`src/rtl/packet_port_steering_parser_macros.svh`:
```
// Assertion macros shared by the packet port steering parser modules.
`ifndef PACKET_PORT_STEERING_PARSER_MACROS_SVH
`define PACKET_PORT_STEERING_PARSER_MACROS_SVH

// Check a plain property on every clock edge outside reset.
`define PSP_ASSERT(lbl, clk, rst_n, prop, msg) \
    lbl: assert property (@(posedge clk) disable iff (!rst_n) (prop)) else $error(msg);

// Check that a condition implies a consequence in the next cycle.
`define PSP_ASSERT_NEXT(lbl, clk, rst_n, cond, cons, msg) \
    lbl: assert property (@(posedge clk) disable iff (!rst_n) (cond) |=> (cons)) \
        else $error(msg);

`endif

```
`src/rtl/psp_pkg.sv`:
```
// Types, constants and codes shared by the packet port steering parser.
package psp_pkg;

    // Upper bound on the queue count; the divisor is also capped at 256
    localparam int unsigned MAX_TRANSPORTS = 256;
    localparam int unsigned DIVISOR_CAP    = (MAX_TRANSPORTS < 256) ? MAX_TRANSPORTS : 256;
    localparam int unsigned DIV_W          = 9;

    // Frame field positions and protocol codes
    localparam logic [6:0]  POS_ETYPE_HI  = 7'd12;
    localparam logic [6:0]  POS_ETYPE_LO  = 7'd13;
    localparam logic [6:0]  POS_IP_START  = 7'd14;
    localparam logic [6:0]  POS_PROTOCOL  = 7'd23;
    localparam logic [6:0]  POS_MAX       = 7'd127;
    localparam logic [15:0] ETH_TYPE_IPV4 = 16'h0800;
    localparam logic [7:0]  PROTO_TCP     = 8'd6;
    localparam logic [7:0]  PROTO_UDP     = 8'd17;
    localparam logic [15:0] PORT_DHCP_SRV = 16'd67;
    localparam logic [15:0] PORT_DHCP_CLI = 16'd68;

    // Remainder unit: one dividend bit per cycle
    localparam int unsigned PORT_W    = 16;
    localparam int unsigned DIV_STEPS = PORT_W;
    localparam int unsigned STEP_W    = $clog2(DIV_STEPS);

    // Register index (word address bit 2)
    localparam logic REG_QUEUE_COUNT = 1'b0;

    typedef enum logic [1:0] {
        S_RECV,
        S_DIV,
        S_DONE
    } t_state;

    typedef struct packed {
        logic capture;
        logic start_div;
        logic div_step;
        logic load_out;
    } t_cmd;

    typedef struct packed {
        logic out_free;
    } t_stat;

endpackage

```
`src/rtl/packet_port_steering_parser.sv`:
```
// Top level of the packet port steering parser: configuration register and submodules.
//
// Steers Ethernet frames to transport queues by L4 source port.
// Input stream: one frame byte per transaction on s_tdata, s_tlast on the final
// byte. Output stream: one result per frame, m_tdata = queue id, m_tuser = truncated.
// Non-last bytes are taken one per cycle while the parser is receiving.
// After the last byte the source port is reduced modulo the queue count by a
// bit-serial remainder unit, one port bit per cycle, then the result is loaded into
// the output register, which raises m_tvalid.
// s_tready stays low from the last byte until the result is loaded. The output
// register parts the two sides: bytes of the next frame are taken while a result
// waits on a stalled receiver; the next finished remainder holds, with s_tready low,
// until that result is taken.
// The queue count register lies at byte address 0 (reset 1); zero acts as one and
// values above MAX_TRANSPORTS or 256 are clamped. Write it only with no frame in flight.
// Reset (synchronous, active low) clears the frame state, empties the output
// register and sets the queue count to 1.
module packet_port_steering_parser #(
    parameter int unsigned MAX_TRANSPORTS = psp_pkg::MAX_TRANSPORTS
) (
    input  logic        i_clk,
    input  logic        i_rst_n,
    // Input stream
    input  logic        s_tvalid,
    output logic        s_tready,
    input  logic [7:0]  s_tdata,   // [7:0] frame_byte
    input  logic        s_tlast,   // last_byte
    // Output stream
    output logic        m_tvalid,
    input  logic        m_tready,
    output logic [7:0]  m_tdata,   // [7:0] transport_id
    output logic        m_tuser,   // [0] truncated
    // Configuration port
    input  logic        psel,
    input  logic        penable,
    input  logic        pwrite,
    input  logic [2:0]  paddr,
    input  logic [31:0] pwdata,
    output logic [31:0] prdata,
    output logic        pready
);

    logic [psp_pkg::DIV_W-1:0] r_queue_count;
    logic                      cfg_write;
    psp_pkg::t_cmd             cmd;
    psp_pkg::t_stat            stat;

    // Write the queue count register
    assign cfg_write = psel && penable && pwrite && pready;

    always_ff @(posedge i_clk) begin
        if (!i_rst_n) begin
            r_queue_count <= psp_pkg::DIV_W'(1);
        end else if (cfg_write && (paddr[2] == psp_pkg::REG_QUEUE_COUNT)) begin
            r_queue_count <= pwdata[psp_pkg::DIV_W-1:0];
        end
    end

    assign pready = 1'b1;
    assign prdata = (paddr[2] == psp_pkg::REG_QUEUE_COUNT)
                  ? {{(32 - psp_pkg::DIV_W){1'b0}}, r_queue_count} : 32'd0;

    psp_ctrl u_ctrl (
        .i_clk      (i_clk),
        .i_rst_n    (i_rst_n),
        .i_s_tvalid (s_tvalid),
        .i_s_tlast  (s_tlast),
        .o_s_tready (s_tready),
        .o_cmd      (cmd),
        .i_stat     (stat)
    );

    psp_dpath #(
        .MAX_TRANSPORTS (MAX_TRANSPORTS)
    ) u_dpath (
        .i_clk         (i_clk),
        .i_rst_n       (i_rst_n),
        .i_cmd         (cmd),
        .o_stat        (stat),
        .i_frame_byte  (s_tdata),
        .i_queue_count (r_queue_count),
        .o_m_tvalid    (m_tvalid),
        .i_m_tready    (m_tready),
        .o_m_tdata     (m_tdata),
        .o_m_tuser     (m_tuser)
    );

endmodule

```
`src/rtl/psp_ctrl.sv`:
```
// Controller state machine: byte intake, remainder sequencing and result hand-off.
`include "packet_port_steering_parser_macros.svh"

module psp_ctrl (
    input  logic           i_clk,
    input  logic           i_rst_n,
    input  logic           i_s_tvalid,
    input  logic           i_s_tlast,
    output logic           o_s_tready,
    output psp_pkg::t_cmd  o_cmd,
    input  psp_pkg::t_stat i_stat
);

    localparam logic [psp_pkg::STEP_W-1:0] STEP_LAST = psp_pkg::STEP_W'(psp_pkg::DIV_STEPS - 1);

    psp_pkg::t_state              r_state, n_state;
    logic [psp_pkg::STEP_W-1:0]   r_step, n_step;

    // Next state
    always_comb begin
        n_state = r_state;
        case (r_state)
            psp_pkg::S_RECV: begin
                if (i_s_tvalid && i_s_tlast) n_state = psp_pkg::S_DIV;
            end
            psp_pkg::S_DIV: begin
                if (r_step == STEP_LAST) n_state = psp_pkg::S_DONE;
            end
            psp_pkg::S_DONE: begin
                if (i_stat.out_free) n_state = psp_pkg::S_RECV;
            end
            default: begin
                n_state = psp_pkg::S_RECV;
            end
        endcase
    end

    // Commands to the datapath
    always_comb begin
        o_s_tready       = (r_state == psp_pkg::S_RECV);
        o_cmd.capture    = o_s_tready && i_s_tvalid;
        o_cmd.start_div  = o_s_tready && i_s_tvalid && i_s_tlast;
        o_cmd.div_step   = (r_state == psp_pkg::S_DIV);
        o_cmd.load_out   = (r_state == psp_pkg::S_DONE) && i_stat.out_free;
    end

    // Count remainder steps
    always_comb begin
        n_step = o_cmd.div_step ? r_step + 1'b1 : '0;
    end

    always_ff @(posedge i_clk) begin
        if (!i_rst_n) begin
            r_state <= psp_pkg::S_RECV;
            r_step  <= '0;
        end else begin
            r_state <= n_state;
            r_step  <= n_step;
        end
    end

    `PSP_ASSERT_NEXT(a_last_starts_div, i_clk, i_rst_n, o_cmd.start_div, (r_state == psp_pkg::S_DIV) && (r_step == '0), "last byte did not start the remainder")
    `PSP_ASSERT(a_step_only_div, i_clk, i_rst_n, (r_state != psp_pkg::S_DIV) -> (r_step == '0), "step counter running outside division")
    `PSP_ASSERT(a_one_cmd, i_clk, i_rst_n, $onehot0({o_cmd.capture, o_cmd.div_step, o_cmd.load_out}), "overlapping datapath commands")

endmodule

```
`src/rtl/psp_dpath.sv`:
```
// Datapath: frame field capture, classification, bit-serial remainder and output register.
`include "packet_port_steering_parser_macros.svh"

module psp_dpath #(
    parameter int unsigned MAX_TRANSPORTS = psp_pkg::MAX_TRANSPORTS
) (
    input  logic                       i_clk,
    input  logic                       i_rst_n,
    input  psp_pkg::t_cmd              i_cmd,
    output psp_pkg::t_stat             o_stat,
    input  logic [7:0]                 i_frame_byte,
    input  logic [psp_pkg::DIV_W-1:0]  i_queue_count,
    output logic                       o_m_tvalid,
    input  logic                       i_m_tready,
    output logic [7:0]                 o_m_tdata,
    output logic                       o_m_tuser
);

    // Divisor ceiling: the queue count limit, never above 256 so the id fits in 8 bits
    localparam int unsigned CAP_VALUE = (MAX_TRANSPORTS < 256) ? MAX_TRANSPORTS : 256;
    localparam logic [psp_pkg::DIV_W-1:0] CAP = psp_pkg::DIV_W'(CAP_VALUE);

    // Frame state
    logic [6:0]  r_pos, n_pos;
    logic [15:0] r_etype, n_etype;
    logic [7:0]  r_proto, n_proto;
    logic [3:0]  r_hdr_words, n_hdr_words;
    logic [15:0] r_port, n_port;
    logic [1:0]  r_seen, n_seen;

    // Remainder unit
    logic [psp_pkg::PORT_W-1:0] r_dvd;
    logic [psp_pkg::DIV_W-1:0]  r_rem;
    logic [psp_pkg::DIV_W-1:0]  r_div;
    logic                       r_trunc;

    // Output register
    logic        r_m_tvalid;
    logic [7:0]  r_m_tdata;
    logic        r_m_tuser;

    logic [6:0]               port_at;
    logic                     port_hit;
    logic                     l4;
    logic                     dhcp;
    logic                     port_ok;
    logic [psp_pkg::DIV_W-1:0] eff_div;
    logic [psp_pkg::DIV_W:0]  trial;
    logic [psp_pkg::DIV_W:0]  trial_diff;
    logic [psp_pkg::DIV_W-1:0] n_rem;

    // Update frame fields with the current byte
    always_comb begin
        n_etype     = r_etype;
        n_proto     = r_proto;
        n_hdr_words = r_hdr_words;
        if (r_pos == psp_pkg::POS_ETYPE_HI) n_etype[15:8] = i_frame_byte;
        if (r_pos == psp_pkg::POS_ETYPE_LO) n_etype[7:0]  = i_frame_byte;
        if (r_pos == psp_pkg::POS_IP_START) n_hdr_words   = i_frame_byte[3:0];
        if (r_pos == psp_pkg::POS_PROTOCOL) n_proto       = i_frame_byte;

        port_at  = psp_pkg::POS_IP_START + {1'b0, n_hdr_words, 2'b00};
        port_hit = (r_pos == port_at) || (r_pos == port_at + 7'd1);
        n_port   = port_hit ? {r_port[7:0], i_frame_byte} : r_port;
        n_seen   = (port_hit && (r_seen < 2'd2)) ? r_seen + 2'd1 : r_seen;
        n_pos    = (r_pos < psp_pkg::POS_MAX) ? r_pos + 7'd1 : r_pos;
    end

    // Classify the frame on its last byte
    always_comb begin
        l4 = (r_pos >= psp_pkg::POS_PROTOCOL) && (n_etype == psp_pkg::ETH_TYPE_IPV4) &&
             ((n_proto == psp_pkg::PROTO_TCP) || (n_proto == psp_pkg::PROTO_UDP));
        dhcp = (n_proto == psp_pkg::PROTO_UDP) &&
               ((n_port == psp_pkg::PORT_DHCP_SRV) || (n_port == psp_pkg::PORT_DHCP_CLI));
        port_ok = l4 && (n_seen == 2'd2) && !dhcp;
        if (i_queue_count == '0) begin
            eff_div = psp_pkg::DIV_W'(1);
        end else if (i_queue_count > CAP) begin
            eff_div = CAP;
        end else begin
            eff_div = i_queue_count;
        end
    end

    // One restoring remainder step
    always_comb begin
        trial      = {r_rem, r_dvd[psp_pkg::PORT_W-1]};
        trial_diff = trial - {1'b0, r_div};
        n_rem      = (trial >= {1'b0, r_div}) ? trial_diff[psp_pkg::DIV_W-1:0]
                                              : trial[psp_pkg::DIV_W-1:0];
    end

    // Capture fields; clear them after the last byte
    always_ff @(posedge i_clk) begin
        if (!i_rst_n) begin
            r_pos       <= '0;
            r_etype     <= '0;
            r_proto     <= '0;
            r_hdr_words <= '0;
            r_port      <= '0;
            r_seen      <= '0;
        end else if (i_cmd.start_div) begin
            r_pos       <= '0;
            r_etype     <= '0;
            r_proto     <= '0;
            r_hdr_words <= '0;
            r_port      <= '0;
            r_seen      <= '0;
        end else if (i_cmd.capture) begin
            r_pos       <= n_pos;
            r_etype     <= n_etype;
            r_proto     <= n_proto;
            r_hdr_words <= n_hdr_words;
            r_port      <= n_port;
            r_seen      <= n_seen;
        end
    end

    // Load and advance the remainder unit
    always_ff @(posedge i_clk) begin
        if (i_cmd.start_div) begin
            r_dvd   <= port_ok ? n_port : '0;
            r_rem   <= '0;
            r_div   <= eff_div;
            r_trunc <= l4 && (n_seen != 2'd2);
        end else if (i_cmd.div_step) begin
            r_dvd   <= {r_dvd[psp_pkg::PORT_W-2:0], 1'b0};
            r_rem   <= n_rem;
        end
    end

    // Hold the result until the transaction completes
    always_ff @(posedge i_clk) begin
        if (!i_rst_n) begin
            r_m_tvalid <= 1'b0;
        end else if (i_cmd.load_out) begin
            r_m_tvalid <= 1'b1;
        end else if (i_m_tready) begin
            r_m_tvalid <= 1'b0;
        end
    end

    always_ff @(posedge i_clk) begin
        if (i_cmd.load_out) begin
            r_m_tdata <= r_rem[7:0];
            r_m_tuser <= r_trunc;
        end
    end

    assign o_stat.out_free = !r_m_tvalid || i_m_tready;
    assign o_m_tvalid      = r_m_tvalid;
    assign o_m_tdata       = r_m_tdata;
    assign o_m_tuser       = r_m_tuser;

    `PSP_ASSERT(a_rem_below_div, i_clk, i_rst_n, i_cmd.load_out -> (r_rem < r_div), "remainder not below divisor at load")
    `PSP_ASSERT_NEXT(a_trunc_zero_id, i_clk, i_rst_n, i_cmd.load_out && r_trunc, o_m_tvalid && (o_m_tdata == 8'd0), "truncated frame with nonzero queue id")
    `PSP_ASSERT_NEXT(a_out_hold, i_clk, i_rst_n, o_m_tvalid && !i_m_tready, o_m_tvalid && $stable(o_m_tdata) && $stable(o_m_tuser), "result changed while stalled")

endmodule

```
`config.mk`:
```
export PLATFORM = sky130hd
export DESIGN_NAME = packet_port_steering_parser
export DESIGN_NICKNAME = d
export VERILOG_FILES = /design/src/rtl/psp_pkg.sv /design/src/rtl/packet_port_steering_parser.sv /design/src/rtl/psp_ctrl.sv /design/src/rtl/psp_dpath.sv
export VERILOG_INCLUDE_DIRS = /design/src /design/src/rtl
export SDC_FILE = /design/constraint.sdc
export NUM_CORES = 1
export LEC_CHECK = 0
export BUFFER_PORTS_ARGS = -buffer_cell sky130_fd_sc_hd__buf_2
export CELL_PAD_IN_SITES_DETAIL_PLACEMENT = 1
export CELL_PAD_IN_SITES_GLOBAL_PLACEMENT = 2
export CORE_ASPECT_RATIO = 0.75
export CORE_MARGIN = 2
export CORE_UTILIZATION = 38
export CTS_CLUSTER_DIAMETER = 100
export DETAILED_ROUTE_END_ITERATION = 12
export GPL_TIMING_DRIVEN = 0
export PLACE_DENSITY = 0.89
export SYNTH_ARGS = -nofsm -noshare
export SYNTH_HDL_FRONTEND = slang
export SYNTH_SLANG_ARGS = --single-unit
```
`constraint.sdc`:
```
create_clock -name i_clk -period 7.2 [get_ports i_clk]
set_input_delay 1.8 -clock i_clk [delete_from_list [all_inputs] [get_ports i_clk]]
set_output_delay 1.8 -clock i_clk [all_outputs]
set_load 0.02 [all_outputs]
```
==> results of run 1 <==
[Yosys cell counts (2+ instances only)]
library cell	number	area, um2
sky130_fd_sc_hd__a211o_1	2	17.5
sky130_fd_sc_hd__a211oi_1	4	30.0
sky130_fd_sc_hd__a21boi_0	12	90.1
sky130_fd_sc_hd__a21o_1	3	22.5
sky130_fd_sc_hd__a21oi_1	31	155
sky130_fd_sc_hd__a22o_1	3	26.3
sky130_fd_sc_hd__a31oi_1	4	25.0
sky130_fd_sc_hd__and2_1	15	93.8
sky130_fd_sc_hd__and3_1	7	43.8
sky130_fd_sc_hd__buf_1	2	7.51
sky130_fd_sc_hd__buf_2	5	25.0
sky130_fd_sc_hd__buf_4	27	203
sky130_fd_sc_hd__buf_6	3	33.8
sky130_fd_sc_hd__clkbuf_1	21	78.8
sky130_fd_sc_hd__conb_1	2	7.51
sky130_fd_sc_hd__dfxtp_1	78	1560
sky130_fd_sc_hd__edfxtp_1	35	1050
sky130_fd_sc_hd__ha_1	16	200
sky130_fd_sc_hd__inv_1	27	101
sky130_fd_sc_hd__mux2i_1	53	531
sky130_fd_sc_hd__nand2_1	72	270
sky130_fd_sc_hd__nand2b_1	8	50.1
sky130_fd_sc_hd__nand3_1	27	135
sky130_fd_sc_hd__nand3b_1	3	22.5
sky130_fd_sc_hd__nand4_1	5	31.3
sky130_fd_sc_hd__nor2_1	62	233
sky130_fd_sc_hd__nor2b_1	15	93.8
sky130_fd_sc_hd__nor3_1	8	40.0
sky130_fd_sc_hd__nor3b_1	2	15.0
sky130_fd_sc_hd__nor4_1	6	37.5
sky130_fd_sc_hd__nor4bb_1	4	40.0
sky130_fd_sc_hd__o21a_1	2	15.0
sky130_fd_sc_hd__o21ai_0	23	115
sky130_fd_sc_hd__o21ai_1	6	30.0
sky130_fd_sc_hd__o22ai_1	4	25.0
sky130_fd_sc_hd__o2bb2ai_1	2	17.5
sky130_fd_sc_hd__o311a_1	2	20.0
sky130_fd_sc_hd__o31ai_1	3	22.5
sky130_fd_sc_hd__o32ai_1	3	26.3
sky130_fd_sc_hd__or2_2	5	31.3
sky130_fd_sc_hd__or3_1	3	18.8
sky130_fd_sc_hd__or4_1	4	30.0
sky130_fd_sc_hd__xnor2_1	7	61.3
sky130_fd_sc_hd__xor2_1	6	52.6
[worst max-delay path, stage by stage]
cell and delay [ns]:
sky130_fd_sc_hd__buf_2 0.08, sky130_fd_sc_hd__clkbuf_1 0.32, sky130_fd_sc_hd__nor2b_1 0.10, sky130_fd_sc_hd__buf_2 0.17
[area by class of cell]
type	instances	share of cell area (%)
Multi-Input combinational cell	479	42.0
Sequential cell	113	36.4
Clock buffer	22	7.36
Buffer	58	4.85
Tap cell	205	3.57
Timing Repair Buffer	41	2.86
Clock inverter	10	1.59
Inverter	27	1.41
[worst max path at each step]
stage	start	end	slack (ns)	depth (start not counted)
2_1_floorplan	paddr[2]	prdata[0]	3.09	2
3_3_place_gp	s_tdata[1]	u_dpath.r_dvd[5]	2.54	10
3_5_place_dp	s_tdata[1]	u_dpath.r_dvd[10]	2.51	10
4_1_cts	paddr[2]	prdata[4]	2.91	4
5_1_grt	s_tdata[1]	u_dpath.r_dvd[4]	2.72	10
6_report	paddr[2]	prdata[2]	2.92	4
[through the flow]
step | util (%) | hold WS (ns) | power (mW)
3_3_place_gp | 42.7 | 0.415 | 1.02
3_5_place_dp | 42.7 | 0.414 | 1.04
2_1_floorplan | - | 0.400 | 0.953
6_report | 46.8 | 0.421 | 1.93
5_1_grt | 46.8 | 0.437 | 2.01
4_1_cts | 46.8 | 0.427 | 1.95
[power groups by stage]
stage | Clock, mW | Combinational, mW | Sequential (mW)
after CTS | 0.921 | 0.289 | 0.736
after detailed placement | 0 | 0.286 | 0.749
final | 0.908 | 0.289 | 0.735
after global placement | 0 | 0.275 | 0.746
after floorplan | 0 | 0.220 | 0.733
after global routing | 0.951 | 0.322 | 0.740
[layer usage]
layer	vias to the layer above	part of all wire (%)
li1	2413	-
met1	2402	48
met2	110	46
met3	17	5.5
met4	0	1.1
met5	-	0
[sequential cells by signal (all words and copies together) (netlist names)]
signal,count
u_dpath.r_dvd,16
u_dpath.r_etype,16
u_dpath.r_port,16
r_queue_count,9
u_dpath.r_div,9
u_dpath.r_rem,9
u_dpath.o_m_tdata,8
u_dpath.r_proto,8
u_dpath.r_pos,7
u_ctrl.r_step,4
u_dpath.r_hdr_words,4
u_ctrl.r_state,2
u_dpath.r_seen,2
u_dpath.o_m_tuser,1
u_dpath.o_m_tvalid,1
u_dpath.r_trunc,1
[cells by family (layout without fill, tap and decap cells)]
group,after synthesis,in the layout
other,2,24
flip-flops,113,113
buffers and inverters,85,158
AO/OA/AOI/OAI,115,115
AND/OR/NAND/NOR,256,256
adder cells (fa/ha/maj),17,17
XOR/XNOR,13,13
multiplexers,54,54
==> reports/qor.log, run 1 <==
INFO  worst_hold_path worst_hold_path.num_cells=0
INFO  worst_hold_path min-delay-path-class=flip-flop to flip-flop
INFO  global_route   grt_pass1_wl=26800um
INFO  layout         final_design_area_no_fill=0.00718mm2
INFO  logic_synthesis syn_inst=655
INFO  detailed_routing total_wirelength=16500um
INFO  clocking       ctsResizeCount=0
INFO  layout         multi_input_comb_area=0.00301mm2
INFO  layout         layout.nets=805
INFO  timing         max_freq=234MHz
INFO  layout         mostFrequentLayoutCells=78 x sky130_fd_sc_hd__dfxtp_1, 72 x sky130_fd_sc_hd__nand2_1, 62 x sky130_fd_sc_hd__nor2_1
INFO  timing         timing.setup.tns=0ns
INFO  detailed_routing avgRoutedWirePerCell=17.2um
INFO  layout         antenna_cells=0
INFO  logic_synthesis post_synth.cell_area_avg=9.15um2
INFO  global_route   gr-usage-met1=28.5%
INFO  power          clock_power_share=47.0%
INFO  detailed_routing drt.antenna.violating_nets=0
INFO  die            design.die.area=0.0168mm2
INFO  global_route   grt_max_degree=17
INFO  timing         timing.clock.skew=0.0101ns
INFO  setup_path     reg2reg_slack=3.99ns
INFO  run            max_cap_viols=0
INFO  logic_synthesis synth-adder-area-share=3.68%
INFO  setup_path     critPathKind=input pin to output pin
INFO  logic_synthesis fraction_of_the_mapped_netlist_area_in_simple_logic_gates=21.4%
INFO  clocking       cts_tree=yes
INFO  timing         fin_ws=2.92ns
INFO  logic_synthesis synth_top_family_by_area=simple AND/OR/NAND/NOR gates
INFO  clocking       cts_hold_buf=0
INFO  clocking       max-clock-path-buffers=2
INFO  die            initial_core_util=39.1%
INFO  logic_synthesis seq_area_frac_synth=43.6%
INFO  place          place_hpwl=12200um
INFO  setup_path     worst_setup_path_end_kind=output pin
INFO  layout         area.growth.synth_to_final=19.8%
INFO  power          power.ir.vdd_worst=0.000170V
INFO  die            pin_count=95
INFO  global_route   groute.usage.overall=20.6%
INFO  layout         most_common_library_cell_in_the_layout_ignoring_fill_and_taps=sky130_fd_sc_hd__dfxtp_1
INFO  timing         period_needed=4.28ns
INFO  outcome        run_status=finished clean
INFO  logic_synthesis synth_flop_cell=sky130_fd_sc_hd__dfxtp_1
INFO  setup_path     path_max_fanout=10
INFO  power          power_density=269mW/mm2
INFO  worst_hold_path hold_start=u_dpath.r_trunc
INFO  detailed_routing drt_iter0_markers=271
INFO  timing         slew-limit-headroom=37.5%
INFO  layout         sequential_cell_area=0.00261mm2
INFO  setup_path     worstReg2RegStart=u_dpath.r_pos[0]
INFO  layout         post_layout_nonfiller_instances=955
INFO  logic_synthesis synth_mux_area_share=9.04%
INFO  die            core_region_area=0.0153mm2
INFO  global_route   met2_usage=32.4%
INFO  clocking       clkLatencyLatePin=0.43ns
INFO  power          cell_internal_pwr=1.41mW
INFO  clocking       root_buffer=sky130_fd_sc_hd__clkbuf_16
INFO  power          power.share.combinational=15.0%
INFO  power          p_sw=0.521mW
INFO  setup_path     required=5.40ns
INFO  layout         proportion_of_layout_cells_with_a_drive_suffix_above_1=16.9%
INFO  power          sequentialPowerShare=38.0%
INFO  detailed_routing drt-vias-per-instance=5.17
INFO  logic_synthesis synth_area=0.00599mm2
INFO  global_route   grt-ovfl-total=0
INFO  place          placed_area=0.00654mm2
INFO  setup_path     arrival_time_of_the_worst_setup_path=2.48ns
INFO  logic_synthesis yosys_warnings=0
INFO  die            std_cell_rows=39
INFO  global_route   grt.met3_usage=4.68%
INFO  setup_path     r2r_end=u_dpath.r_dvd[13]
INFO  place          placement.setup.worst_slack=2.51ns
INFO  die            chipWidth=149um
INFO  timing         post-route-period-util=59.4%
INFO  logic_synthesis synth-seq-cells=113
INFO  logic_synthesis synth-xor-area-share=1.90%
INFO  logic_synthesis asyncSetResetFlopFracSynth=0%
INFO  power          net_sw_share=27.0%
INFO  logic_synthesis synth_compound_gate_area_share=12.7%
INFO  place          dpl.cell_count=923
INFO  clocking       cts_buffer_count=17
INFO  setup_path     reg2reg_depth=11
INFO  clocking       number_of_levels_in_the_clock_h_tree=4
INFO  layout         filler_cell_count=1817
INFO  timing         slew_violations=0
INFO  detailed_routing detailroute.via_count=4942
INFO  power          static-leakage-power=2.83nW
INFO  setup_path     cp-start-kind=input pin
INFO  global_route   grt_pass1_vias=5120
INFO  clocking       cts.repair_timing.setup_buffer_count=0
INFO  logic_synthesis number_of_different_library_cells_in_the_post_synthesis_netlist=67
INFO  timing         setup_repair_after_global_routing_missed_its_margin=false
INFO  global_route   antenna_violations_before_repair=0
INFO  global_route   grt-busiest-layer=met2
INFO  clocking       cts_num_sinks=113
INFO  timing         timing.final.setup_violations=0
INFO  die            chipHeight=113um
INFO  detailed_routing post-route-drc-count=0
INFO  clocking       clk_transition_reported_paths=0.05ns
INFO  timing         timing.final.hold_violations=0
INFO  place          globalplace.congestion=0.824
INFO  worst_hold_path min_delay_worst_endpoint=u_dpath.o_m_tuser
INFO  detailed_routing drt-pass1-iter-count=4
INFO  logic_synthesis synth_enable_flop_cells=35
INFO  timing         max_slew.worst_pin.slew=0.935ns
INFO  place          portBuffers=41
No activity file was read; power rests on OpenSTA's default activity.
==> inputs of run 2 (changes only) <==
CORE_UTILIZATION = 32   (was 38)
PLACE_DENSITY = 0.8   (was 0.89)
clock period = 3.9 ns   (was 7.2 ns; I/O delays follow)
==> run 2 against run 1 <==
  * Register-to-register slack got worse by 3.3 ns
  * Highest routed layer unchanged
  * Die area rose by 18%
  * Cell count up 4.3%
  * Hold slack better by 0.013 ns
  * Clock power increased by 78%
  * Combinational power increased by 84%
  * Clock-buffer cell count is 2 higher
==> reports/qor.log, run 2 (synthesis gave the netlist of run 1 again) <==
INFO  outcome        run_status=finished clean
INFO  place          globalplace.congestion=0.842
INFO  timing         period_needed=3.51ns
INFO  power          p_sw=0.931mW
INFO  detailed_routing total_wirelength=16300um
INFO  clocking       clk_transition_reported_paths=0.05ns
INFO  power          static-leakage-power=2.81nW
INFO  setup_path     arrival_time_of_the_worst_setup_path=3.67ns
INFO  timing         fin_hold_ws=0.434ns
INFO  power          net_sw_share=26.5%
INFO  setup_path     cp_cell_sequence=buf_2 -> clkbuf_1 -> inv_1 -> a211o_1 -> a31oi_1 -> nand3_1 -> nor2_2 -> buf_4 -> mux2i_1 -> o21ai_1
INFO  setup_path     family_with_the_most_delay_on_the_worst_path=buffers and inverters
INFO  die            initial_core_util=32.6%
INFO  clocking       max-clock-path-buffers=2
INFO  layout         most_common_library_cell_in_the_layout_ignoring_fill_and_taps=sky130_fd_sc_hd__dfxtp_1
INFO  timing         fin_ws=0.386ns
INFO  worst_hold_path hold_start=u_dpath.r_trunc
INFO  setup_path     worst_setup_path_end_kind=flip-flop
INFO  global_route   grt_pass1_wl=26300um
INFO  place          placed_area=0.00659mm2
INFO  clocking       cts.repair_timing.setup_buffer_count=0
INFO  layout         sequential_cell_area=0.00261mm2
INFO  die            std_cell_rows=43
INFO  timing         setup_repair_after_global_routing_missed_its_margin=false
INFO  clocking       number_of_levels_in_the_clock_h_tree=4
INFO  detailed_routing detailroute.via_count=4925
INFO  layout         multi_input_comb_area=0.00301mm2
INFO  layout         post_layout_nonfiller_instances=996
INFO  detailed_routing drt-pass1-iter-count=4
INFO  setup_path     cp-start-kind=input pin
INFO  layout         filler_cell_count=2163
INFO  clocking       clkLatencyLatePin=0.43ns
INFO  timing         timing.final.hold_violations=0
INFO  global_route   antenna_violations_before_repair=0
INFO  layout         mostFrequentLayoutCells=78 x sky130_fd_sc_hd__dfxtp_1, 72 x sky130_fd_sc_hd__nand2_1, 62 x sky130_fd_sc_hd__nor2_1
INFO  layout         layout.nets=805
INFO  timing         max_slew.worst_pin.slew=0.954ns
INFO  setup_path     critPathKind=input pin to flip-flop
INFO  clocking       cts_hold_buf=0
INFO  setup_path     critical_path_cell_with_the_highest_stage_delay=sky130_fd_sc_hd__clkbuf_1
INFO  die            core_region_area=0.0184mm2
INFO  detailed_routing drt_iter0_markers=251
INFO  layout         proportion_of_layout_cells_with_a_drive_suffix_above_1=16.6%
INFO  clocking       cts_buffer_count=17
INFO  layout         area.growth.synth_to_final=20.3%
INFO  worst_hold_path min-delay-path-class=flip-flop to flip-flop
INFO  power          cell_internal_pwr=2.58mW
INFO  power          power_density=487mW/mm2
INFO  clocking       root_buffer=sky130_fd_sc_hd__clkbuf_16
INFO  global_route   groute.usage.overall=17.3%
INFO  power          power.ir.vdd_worst=0.000175V
INFO  detailed_routing post-route-drc-count=0
INFO  timing         slew-limit-headroom=36.2%
INFO  layout         antenna_cells=0
INFO  global_route   grt-ovfl-total=0
INFO  timing         slew_violations=0
INFO  layout         reg_top3=u_dpath.r_dvd: 16 flops, u_dpath.r_etype: 16 flops, u_dpath.r_port: 16 flops
INFO  timing         post-route-period-util=90.1%
INFO  setup_path     path_max_fanout=10
INFO  run            max_cap_viols=0
INFO  power          power.share.combinational=15.1%
INFO  timing         timing.clock.skew=0.00945ns
INFO  timing         timing.final.setup_violations=0
INFO  layout         final_design_area_no_fill=0.00721mm2
INFO  power          clock_power_share=46.2%
INFO  clocking       cts_num_sinks=113
INFO  detailed_routing avgRoutedWirePerCell=16.3um
INFO  place          portBuffers=41
INFO  die            design.die.area=0.0198mm2
INFO  timing         max_freq=285MHz
INFO  detailed_routing drt-vias-per-instance=4.94
INFO  setup_path     critPathMaxStageDelay=0.42ns
INFO  global_route   grt_pass1_vias=4989
INFO  setup_path     worstReg2RegStart=u_dpath.r_pos[0]
INFO  setup_path     required=4.06ns
INFO  place          placement.setup.worst_slack=-0.0175ns
INFO  power          sequentialPowerShare=38.7%
INFO  die            chipHeight=123um
INFO  clocking       cts_tree=yes
INFO  setup_path     timing.critical_path.from=s_tdata[1]
INFO  die            chipWidth=162um
INFO  setup_path     path_buf_inv=4
INFO  power          power.total=3.51mW
INFO  die            pin_count=95
INFO  clocking       ctsResizeCount=0
INFO  place          place_hpwl=12200um
INFO  place          dpl.cell_count=965
INFO  global_route   grt_max_degree=17
INFO  detailed_routing drt.antenna.violating_nets=0
run 2: layout make-up:
cell class                 count  area share [%]
buffer                        58            4.83
clock buffer                  24            7.27
clock inverter                 7            1.30
inverter                      27            1.41
multi-input combinational    479            41.8
sequential                   113            36.3
tap                          247            4.29
timing repair buffer          41            2.85
run 2: path summary, 6_finish.rpt:
kind,cells after the start,slack [ns],endpoint
max,10,0.39,u_dpath.r_dvd[10]
min,0,0.43,u_dpath.o_m_tuser
max reg2reg,10,0.67,u_dpath.r_dvd[10]
min reg2reg,0,0.43,u_dpath.o_m_tuser
run 2: routing by layer:
| layer | up-vias | track usage (%) | wire (um) |
|---|---|---|---|
| li1 | 2411 | - | - |
| met1 | 2427 | 23.5 | 7980 |
| met2 | 72 | 27.3 | 7450 |
| met3 | 15 | 3.82 | 635 |
| met4 | 0 | 6.08 | 213 |
| met5 | - | 0 | 0 |
run 2: per-stage QoR:
stage          TNS (ns)  util, %
5_1_grt               0     39.2
6_report              0     39.2
3_3_place_gp          0     35.8
2_1_floorplan         0        -
3_5_place_dp    -0.0175     35.8
4_1_cts               0     39.2
run 2: power by group through the flow:
stage | combinational (mW) | sequential, mW | clock (mW)
final | 0.531 | 1.36 | 1.62
after global routing | 0.596 | 1.36 | 1.70
after CTS | 0.534 | 1.35 | 1.65
after detailed placement | 0.528 | 1.38 | 0
after global placement | 0.510 | 1.38 | 0
after floorplan | 0.406 | 1.35 | 0
==> inputs of run 3 (changes only) <==
ABC_AREA = 1   (was not set)
CORE_UTILIZATION = 29   (was 32)
PLACE_DENSITY = 0.78   (was 0.8)
==> run 3 against run 2 <==
  * Hold slack better by 0.015 ns
  * Design area rose by 3.1%
  * Critical path type unchanged
  * Cell count up 23%
  * Worst setup slack gained 0.24 ns
==> reports/qor.log, run 3 <==
INFO  global_route   grt-busiest-layer=met2
INFO  timing         period_needed=3.28ns
INFO  global_route   grt_max_degree=18
INFO  clocking       root_buffer=sky130_fd_sc_hd__clkbuf_16
INFO  setup_path     worst_setup_path_end_kind=flip-flop
INFO  layout         reg_top3=u_dpath.r_dvd: 16 flops, u_dpath.r_etype: 16 flops, u_dpath.r_port: 16 flops
INFO  setup_path     critPathKind=input pin to flip-flop
INFO  logic_synthesis seq_area_frac_synth=42.0%
INFO  layout         multi_input_comb_area=0.00283mm2
INFO  detailed_routing total_wirelength=17600um
INFO  timing         timing.clock.skew=0.0105ns
INFO  logic_synthesis asyncSetResetFlopFracSynth=0%
INFO  layout         most_common_library_cell_in_the_layout_ignoring_fill_and_taps=sky130_fd_sc_hd__nand2_1
INFO  timing         timing.setup.tns=0ns
INFO  logic_synthesis post_synth.cell_area_avg=7.38um2
INFO  die            design.die.area=0.0226mm2
INFO  detailed_routing drt_iter0_markers=221
INFO  place          globalplace.congestion=0.799
INFO  logic_synthesis number_of_different_library_cells_in_the_post_synthesis_netlist=45
INFO  setup_path     required=4.26ns
INFO  clocking       cts_tree=yes
INFO  logic_synthesis synth_area=0.00622mm2
INFO  clocking       max-clock-path-buffers=2
INFO  die            std_cell_rows=46
INFO  global_route   groute.usage.overall=16.2%
INFO  layout         proportion_of_layout_cells_with_a_drive_suffix_above_1=15.4%
INFO  detailed_routing drt-vias-per-instance=4.53
INFO  setup_path     r2r_end=u_dpath.r_dvd[11]
INFO  logic_synthesis synth_top_area_share=25.1%
INFO  layout         area.growth.synth_to_final=19.5%
INFO  power          power_density=468mW/mm2
INFO  logic_synthesis synth-seq-cells=113
INFO  timing         slew-limit-headroom=51.7%
INFO  die            chipWidth=173um
INFO  power          cell_internal_pwr=2.37mW
INFO  detailed_routing avgRoutedWirePerCell=14.3um
INFO  clocking       cts_buffer_count=17
INFO  logic_synthesis syn_inst=843
INFO  setup_path     reg2reg_slack=0.68ns
INFO  global_route   grt_pass1_vias=5370
INFO  layout         sequential_cell_area=0.00261mm2
INFO  detailed_routing detailroute.via_count=5569
INFO  timing         max_freq=305MHz
INFO  timing         post-route-period-util=84.0%
INFO  timing         max_slew.worst_pin.slew=0.722ns
INFO  die            core_region_area=0.0211mm2
INFO  worst_hold_path min_delay_worst_endpoint=u_ctrl.r_step[0]
INFO  detailed_routing drt-pass1-iter-count=4
INFO  layout         layout.nets=996
INFO  logic_synthesis synthDominantAreaCellType=sky130_fd_sc_hd__dfxtp_1
INFO  clocking       ctsResizeCount=0
INFO  worst_hold_path min-delay-path-class=flip-flop to flip-flop
INFO  global_route   grt_pass1_wl=28700um
INFO  worst_hold_path hold_start=u_ctrl.r_step[0]
INFO  place          placement.setup.worst_slack=0.0852ns
INFO  power          power.ir.vdd_worst=0.000168V
INFO  timing         timing.final.hold_violations=0
INFO  logic_synthesis synth_top_cells_by_area=sky130_fd_sc_hd__dfxtp_1 25%, sky130_fd_sc_hd__edfxtp_1 17%, sky130_fd_sc_hd__nand2_1 11%
INFO  layout         filler_cell_count=2662
INFO  power          p_sw=1.11mW
INFO  die            chipHeight=131um
INFO  detailed_routing drt.antenna.violating_nets=0
INFO  layout         antenna_cells=0
INFO  run            max_cap_viols=0
INFO  global_route   gr-usage-met1=23.8%
INFO  die            initial_core_util=29.5%
INFO  setup_path     path_max_fanout=11
INFO  logic_synthesis synth.top_cells.by_count=180 x sky130_fd_sc_hd__nand2_1, 134 x sky130_fd_sc_hd__inv_1, 78 x sky130_fd_sc_hd__dfxtp_1
INFO  setup_path     arrival_time_of_the_worst_setup_path=3.64ns
INFO  global_route   grt.met3_usage=3.62%
INFO  power          sequentialPowerShare=39.8%
INFO  timing         timing.final.setup_violations=0
INFO  clocking       clk_transition_reported_paths=0.06ns
INFO  setup_path     reg2reg_depth=21
INFO  logic_synthesis synth.most_common_cell=sky130_fd_sc_hd__nand2_1
INFO  clocking       cts_num_sinks=113
INFO  timing         setup_repair_after_global_routing_missed_its_margin=false
INFO  place          dpl.cell_count=1197
INFO  clocking       cts.repair_timing.setup_buffer_count=0
INFO  setup_path     cp-start-kind=input pin
INFO  timing         fin_ws=0.622ns
INFO  timing         slew_violations=0
INFO  power          power.share.combinational=18.5%
INFO  global_route   met2_usage=24.2%
INFO  global_route   grt-ovfl-total=0
INFO  global_route   antenna_violations_before_repair=1
INFO  clocking       clkLatencyLatePin=0.42ns
INFO  clocking       cts_hold_buf=0
INFO  power          static-leakage-power=3.61nW
INFO  worst_hold_path worst_hold_path.num_cells=1
INFO  layout         post_layout_nonfiller_instances=1229
INFO  logic_synthesis synth_flop_cell=sky130_fd_sc_hd__dfxtp_1
INFO  place          portBuffers=44
INFO  die            pin_count=95
INFO  logic_synthesis yosys_warnings=0
INFO  outcome        run_status=finished clean
INFO  power          clock_power_share=41.7%
INFO  power          net_sw_share=31.9%
INFO  detailed_routing post-route-drc-count=0
INFO  logic_synthesis synth_enable_flop_cells=35
INFO  place          place_hpwl=13400um
INFO  setup_path     worstReg2RegStart=u_dpath.r_pos[0]
INFO  clocking       number_of_levels_in_the_clock_h_tree=4
INFO  layout         mostFrequentLayoutCells=180 x sky130_fd_sc_hd__nand2_1, 134 x sky130_fd_sc_hd__inv_1, 78 x sky130_fd_sc_hd__dfxtp_1
run 3: cell families (layout without fill, tap and decap cells):
| logic type | count (synthesis) | in the layout | synth area share, % |
|---|---|---|---|
| compound gates | 173 | 173 | 15.2 |
| xor+xnor | 6 | 6 | 0.845 |
| fa+ha+maj | 17 | 17 | 3.54 |
| buf+inv | 195 | 271 | 13.7 |
| flops | 113 | 113 | 42.0 |
| other cells | 2 | 24 | 0.121 |
| simple gates | 337 | 337 | 24.6 |
run 3: layout make-up:
cell class | count | area share [%]
Inverter | 140 | 7.07
Clock buffer | 17 | 5.73
Timing Repair Buffer | 44 | 2.96
Tap cell | 288 | 4.85
Buffer | 55 | 4.43
Sequential cell | 113 | 35.2
Clock inverter | 15 | 1.65
Multi-Input combinational cell | 557 | 38.1
run 3: power groups by stage:
stage / sequential, mW / combinational [mW] / clock (mW)
after floorplan: 1.39 / 0.481 / 0
after global placement: 1.41 / 0.636 / 0
after detailed placement: 1.41 / 0.644 / 0
after CTS: 1.39 / 0.649 / 1.49
after global routing: 1.40 / 0.740 / 1.53
final: 1.39 / 0.643 / 1.45
run 3: metal layers:
layer / wire length, um / vias up / share of wire, %
met2: 7260 / 62 / 41
met3: 598 / 10 / 3.4
met4: 130 / 0 / 0.74
met1: 9640 / 2620 / 55
li1: - / 2877 / -
met5: 0 / - / 0
run 3: metrics by stage:
| stage | cell area (um2) | util, % | power, mW | hold WS (ns) |
|---|---|---|---|---|
| finish | 7430 | 35.3 | 3.48 | 0.449 |
| global route | 7430 | 35.3 | 3.67 | 0.476 |
| CTS | 7430 | 35.3 | 3.52 | 0.457 |
| detailed placement | 6880 | 32.7 | 2.05 | 0.444 |
| global placement | 6880 | 32.7 | 2.04 | 0.432 |
| floorplan | 6300 | - | 1.87 | 0.400 |
run 3: worst max-delay path by stage:
stage / from / endpoint / depth (start not counted)
finish: s_tvalid / u_dpath.r_proto[5] / 10
global route: s_tvalid / u_dpath.r_etype[6] / 10
CTS: s_tvalid / u_dpath.r_proto[5] / 10
detailed placement: s_tvalid / u_dpath.r_proto[5] / 10
global placement: s_tvalid / u_dpath.r_proto[5] / 10
floorplan: s_tdata[1] / u_dpath.r_dvd[9] / 20
run 3: worst max-delay path: stages:
cell and delay (ns):
sky130_fd_sc_hd__buf_2 0.10, sky130_fd_sc_hd__nand2_1 0.10, sky130_fd_sc_hd__clkinv_1 0.28, sky130_fd_sc_hd__nand2_1 0.44
sky130_fd_sc_hd__inv_1 0.31, sky130_fd_sc_hd__nor2_1 0.23, sky130_fd_sc_hd__clkbuf_1 0.46, sky130_fd_sc_hd__clkbuf_1 0.45
sky130_fd_sc_hd__o211ai_1 0.19, sky130_fd_sc_hd__inv_1 0.08
